--- config.mk ---
export PLATFORM = sky130hd
export DESIGN_NAME = rts_store
export DESIGN_NICKNAME = d
export VERILOG_FILES = /design/src/design/rts_pkg.sv /design/src/design/rts_store.sv
export VERILOG_INCLUDE_DIRS = /design/src /design/src/design
export SDC_FILE = /design/constraint.sdc
export NUM_CORES = 2
export LEC_CHECK = 0
export ABC_AREA = 1
export BUFFER_PORTS_ARGS = -buffer_cell sky130_fd_sc_hd__clkbuf_2
export CELL_PAD_IN_SITES_DETAIL_PLACEMENT = 1
export CELL_PAD_IN_SITES_GLOBAL_PLACEMENT = 1
export CORE_MARGIN = 3
export CORE_UTILIZATION = 51
export DETAILED_ROUTE_END_ITERATION = 16
export GPL_TIMING_DRIVEN = 1
export PLACE_DENSITY_LB_ADDON = 0.1
export SETUP_SLACK_MARGIN = 0.1
export SYNTH_ARGS = -nofsm -noshare
export SYNTH_HDL_FRONTEND = slang
export SYNTH_SLANG_ARGS = --single-unit
--- constraint.sdc ---
create_clock -name clk -period 12.7 [get_ports clk]
set_input_delay 1.27 -clock clk [delete_from_list [all_inputs] [get_ports clk]]
set_output_delay 1.27 -clock clk [all_outputs]
set_load 0.02 [all_outputs]
--- src/design/assert_macros.svh ---
// Assertion macros shared by the resource timeline scheduler modules.
// Each use relies on clk and rst_n being in scope.
`ifndef ASSERT_MACROS_SVH
`define ASSERT_MACROS_SVH

// Property that holds on every clock edge outside reset.
`define RTS_ASSERT(lbl, cond, msg) \
  lbl: assert property (@(posedge clk) disable iff (!rst_n) (cond)) else $error(msg);

// Implication checked on every clock edge outside reset.
`define RTS_ASSERT_IMPL(lbl, ante, cons, msg) \
  lbl: assert property (@(posedge clk) disable iff (!rst_n) (ante) |-> (cons)) else $error(msg);

`endif

--- src/design/rts_pkg.sv ---
// Types and constants for the resource timeline scheduler.
// No dependencies; used by rts_store and resource_timeline_scheduler.
package rts_pkg;

  localparam int MAX_RESULTS = 40;
  localparam int DUR_W       = 18;
  localparam int MASK_W      = 16;
  localparam int CNT_W       = 6;

  typedef enum logic [2:0] {
    OP_ISSUE    = 3'd0,
    OP_NOP      = 3'd1,
    OP_WAIT_RES = 3'd2,
    OP_WAIT_ALL = 3'd3,
    OP_CLEAR    = 3'd4
  } op_t;

  typedef enum logic [4:0] {
    S_IDLE,
    S_LIVE_CHK,
    S_ISSUE_MAX,
    S_REL,
    S_FREE,
    S_INS_SCAN,
    S_INS_REL,
    S_RES_WR,
    S_MAXF1,
    S_MAXF2,
    S_NOP_ADD,
    S_NOP_MAXF,
    S_WAIT_RES,
    S_WAIT_ALL,
    S_D_HEAD,
    S_D_CLIP,
    S_D_DUR,
    S_D_SCAN,
    S_D_POP,
    S_FIN
  } state_t;

  // Commands to the sorted change store.
  typedef struct packed {
    logic clr;
    logic pop;
    logic ins;
  } st_cmd_t;

endpackage

--- src/design/rts_store.sv ---
// Sorted, duplicate-free store of change times kept as a shift line.
// Depends on rts_pkg (st_cmd_t) and assert_macros.svh.
`include "assert_macros.svh"

module rts_store import rts_pkg::*; #(
  parameter int SLOTS = 32,
  parameter int TB    = 40,
  parameter int SW    = $clog2(SLOTS)
) (
  input  logic          clk,
  input  logic          rst_n,
  input  st_cmd_t       cmd,
  input  logic [SW-1:0] ins_pos,
  input  logic [TB-1:0] ins_val,
  input  logic [SW-1:0] rd_idx,
  output logic [TB-1:0] rd_data,
  output logic [TB-1:0] head0,
  output logic [TB-1:0] head1,
  output logic [SW:0]   count
);

  logic [TB-1:0] ct_r [SLOTS];
  logic [SW:0]   count_r;

  assign rd_data = ct_r[rd_idx];
  assign head0   = ct_r[0];
  assign head1   = ct_r[1];
  assign count   = count_r;

  always_ff @(posedge clk) begin
    if (!rst_n) begin
      count_r <= '0;
    end else if (cmd.clr) begin
      count_r <= '0;
    end else if (cmd.pop) begin
      count_r <= count_r - 1'b1;
    end else if (cmd.ins) begin
      count_r <= count_r + 1'b1;
    end
  end

  always_ff @(posedge clk) begin
    for (int k = 0; k < SLOTS; k++) begin
      if (cmd.pop && !cmd.clr) begin
        if (k < SLOTS - 1) begin
          ct_r[k] <= ct_r[(k < SLOTS - 1) ? k + 1 : k];
        end
      end else if (cmd.ins && !cmd.clr) begin
        if (SW'(k) == ins_pos) begin
          ct_r[k] <= ins_val;
        end else if (k > 0 && SW'(k) > ins_pos) begin
          ct_r[k] <= ct_r[(k > 0) ? k - 1 : 0];
        end
      end
    end
  end

  `RTS_ASSERT(a_cnt_bound, count_r <= (SW+1)'(SLOTS), "change store count beyond depth")
  `RTS_ASSERT_IMPL(a_pop_nonempty, cmd.pop, count_r != '0, "pop on empty change store")
  `RTS_ASSERT_IMPL(a_ins_room, cmd.ins, count_r < (SW+1)'(SLOTS), "insert into full store")

endmodule

==> flow_summary.json <==
{
  "synthMuxAreaShare": 0,
  "seq_power_share": 0.469,
  "first_global_vias": 80600,
  "met2_usage": 0.624,
  "ys.warnings.count": 0,
  "startpoint_type": "primary input",
  "port-buffer-count": 180,
  "cts_tree": "built",
  "fin_ws_ns": 5.87,
  "syn-cell-area_um2": 79400,
  "post-place-ws_ns": 6.12,
  "crit_slowest_cell": "buf_4",
  "syn_nets": 10800,
  "synthXorXnorAreaFrac": 0.000221,
  "finalSetupTns_ns": 0,
  "vias_per_cell": 6.52,
  "antenna_left": 0,
  "critical_path.top_delay_family": "buffers and inverters",
  "numCtsBuffers": 151,
  "synth_top_family_by_area": "simple AND/OR/NAND/NOR gates",
  "clock-sinks": 1286,
  "switchingPower_w": 0.00336,
  "synth_edf_count": 1280,
  "fillers": 19300,
  "clkPwrFrac": 0.385,
  "core.rowCount": 144,
  "final.setup_skew_ns": 0.0260,
  "hold_class": "register to register",
  "worstMarginPinSlew_ns": 1.35,
  "syn_inst": 10700,
  "wl_um": 339000,
  "worstPathCellList": "buf_8 -> buf_12 -> buf_4 -> buf_12 -> nand2_1 -> nand3_1 -> nand3_1 -> nand2_1 -> nand2_1 -> nand2_1 -> nand2_1 -> nand2_1 -> clkbuf_2",
  "clockRootBuffer": "clkbuf_16",
  "finalMaxSlewViolations": 0,
  "max_freq_ghz": 0.146,
  "vias": 81000,
  "worstSetupPathType": "primary input to output port",
  "multi_input_area_um2": 35000,
  "crit_top_cell": "nand2_1",
  "met1_usage": 0.570,
  "synthArstFlopShare": 0,
  "internal_power_w": 0.00790,
  "core_area_um2": 154000,
  "die_h_um": 401,
  "yosysSeqAreaShare": 0.486,
  "worstSetupEndpointType": "output port",
  "powerDensity_nw_per_um2": 132,
  "ys_types": 33,
  "synth_compound_area_frac": 0.128,
  "post-synth-top-count-cell": "nand2_1",
  "cts_resized": 0,
  "grt_antenna_before_repair": 4,
  "ctsHoldBuffers": 0,
  "yosys.area.top_type_share": 0.484,
  "syn_to_final_growth_pct": 7.71,
  "cap_violations": 0,
  "avgSynthCellArea_um2": 7.42,
  "ys_ff_latch": 1286,
  "cp.required_ns": 11.43,
  "place_hpwl_um": 206000,
  "period_needed_ns": 6.83,
  "post_cts_buffers": 0,
  "first_iter_violations": 11600,
  "setup_viol": 0,
  "dieArea_um2": 160000,
  "drt_first_pass_iters": 8,
  "holdWs_ns": 0.528,
  "htree_levels": 4,
  "yosys.area_share.simple": 0.305,
  "fin_nets": 10300,
  "grt_pass1_wl_um": 507000,
  "synth_area_leaders": "edfxtp_1 (48%), nand2_1 (20%), nand3_1 (8.2%), o21ai_0 (7.2%), clkbuf_1 (3.4%)",
  "grt.busiest_layer": "met2",
  "start_util": 0.514,
  "grt.met3_usage": 0.0913,
  "route.detailed.drc": 0,
  "wl_per_cell_um": 27.3,
  "max_stage_delay_ns": 0.85,
  "p_comb_frac": 0.146,
  "slew-limit-headroom": 0.0956,
  "clkLatencyLatePin_ns": 0.81,
  "drive_above_1_share": 0.0631,
  "clk_pin_slew_worst_paths_ns": 0.05,
  "synth_commonest_cells": "nand2_1 (4197), nand3_1 (1307), edfxtp_1 (1280)",
  "clockBufferDepth": 3,
  "seqCellArea_um2": 38600,
  "synthAdderAreaFrac": 0.000883,
  "globalRouteTotalUtil": 0.409,
  "sw_frac_of_total": 0.298,
  "rsz0062_at_grt": "false",
  "critPathBufInv": 5,
  "status": "completed",
  "final.period_utilization": 0.538,
  "die_x_um": 401,
  "arrival_ns": 5.56,
  "pin_count": 181,
  "leakagePower_nw": 36.4,
  "path_max_fanout": 172,
  "grt_overflow_total": 0,
  "peakVddDrop_uv": 154,
  "gp_congestion": 0.893,
  "hold_violations": 0,
  "synth_area_leader_cell": "edfxtp_1",
  "grt_max_degree": 173,
  "synth_ff_type": "edfxtp_1"
}
-- power groups by stage --
stage | combinational [W] | sequential, W | clock, W
4_1_cts | 0.00159 | 0.00527 | 0.00433
2_1_floorplan | 0.000995 | 0.00528 | 0
3_3_place_gp | 0.00151 | 0.00534 | 0
6_report | 0.00165 | 0.00528 | 0.00433
5_1_grt | 0.00178 | 0.00531 | 0.00450
3_5_place_dp | 0.00158 | 0.00535 | 0
-- sequential cells by signal, summed over array words and instances (netlist names) --
signal  cells
ct_r     1280
count       6
-- layout by cell type (no fill, tap or decap), drive strengths merged --
cell,n
nor3,5
xnor2,2
clkinv,63
o21ai,1297
ha,4
buf,136
nor2,336
o22ai,31
clkbuf,359
a31o,1
o211ai,306
nand3b,1
nand2,4200
dfxtp,6
a21oi,48
inv,740
clkinvlp,5
nand3,1310
nand4,43
a31oi,149
or2,41
bufinv,10
fa,1
diode,2
edfxtp,1280
-- worst reg2reg max path: stages, from the launching register on --
cell and delay [ns]:
dfxtp_1 0.33, ha_1 0.31, or2_2 0.30, nand3b_1 0.12, nand3_1 0.10, a21oi_1 0.18, nor2_1 0.06
-- area by class of cell --
type,instances,share of cell area
Multi-Input combinational cell,7775,0.409
Tap cell,2044,0.0299
Timing Repair Buffer,312,0.0232
Sequential cell,1286,0.451
Clock buffer,183,0.0463
Inverter,734,0.0325
Antenna cell,2,0.0000585
Clock inverter,84,0.00818
-- through the flow --
step	power [W]	util	instances	instance area (um^2)
6_report	0.0113	0.554	12400	85500
5_1_grt	0.0116	0.554	12400	85500
2_1_floorplan	0.00628	-	10700	79400
4_1_cts	0.0112	0.554	12400	85500
3_5_place_dp	0.00693	0.524	12200	80800
3_3_place_gp	0.00685	0.524	12200	80800
-- cells by family (layout without fill, tap and decap cells) --
| kind of cell | count (synthesis) | after routing |
|---|---|---|
| simple gates | 5936 | 5936 |
| flops | 1286 | 1286 |
| compound gates | 1832 | 1832 |
| xor+xnor | 2 | 2 |
| other cells | 0 | 2 |
| buf+inv | 1638 | 1313 |
| fa+ha+maj | 5 | 5 |
-- per-layer routing --
| layer | wire [um] | up-vias |
|---|---|---|
| li1 | - | 34900 |
| met1 | 134000 | 39600 |
| met2 | 147000 | 5595 |
| met3 | 44000 | 924 |
| met4 | 13000 | 4 |
| met5 | 25 | - |
-- final timing paths --
path,from,end,slack (ns),depth (start not counted)
min reg2reg,count[0],count[0],0.53,1
max,rd_idx[0],rd_data[4],5.87,13
max reg2reg,count[2],count[5],11.19,6
min,count[0],count[0],0.53,1
Note: power is estimated with default switching activity, not from simulation.
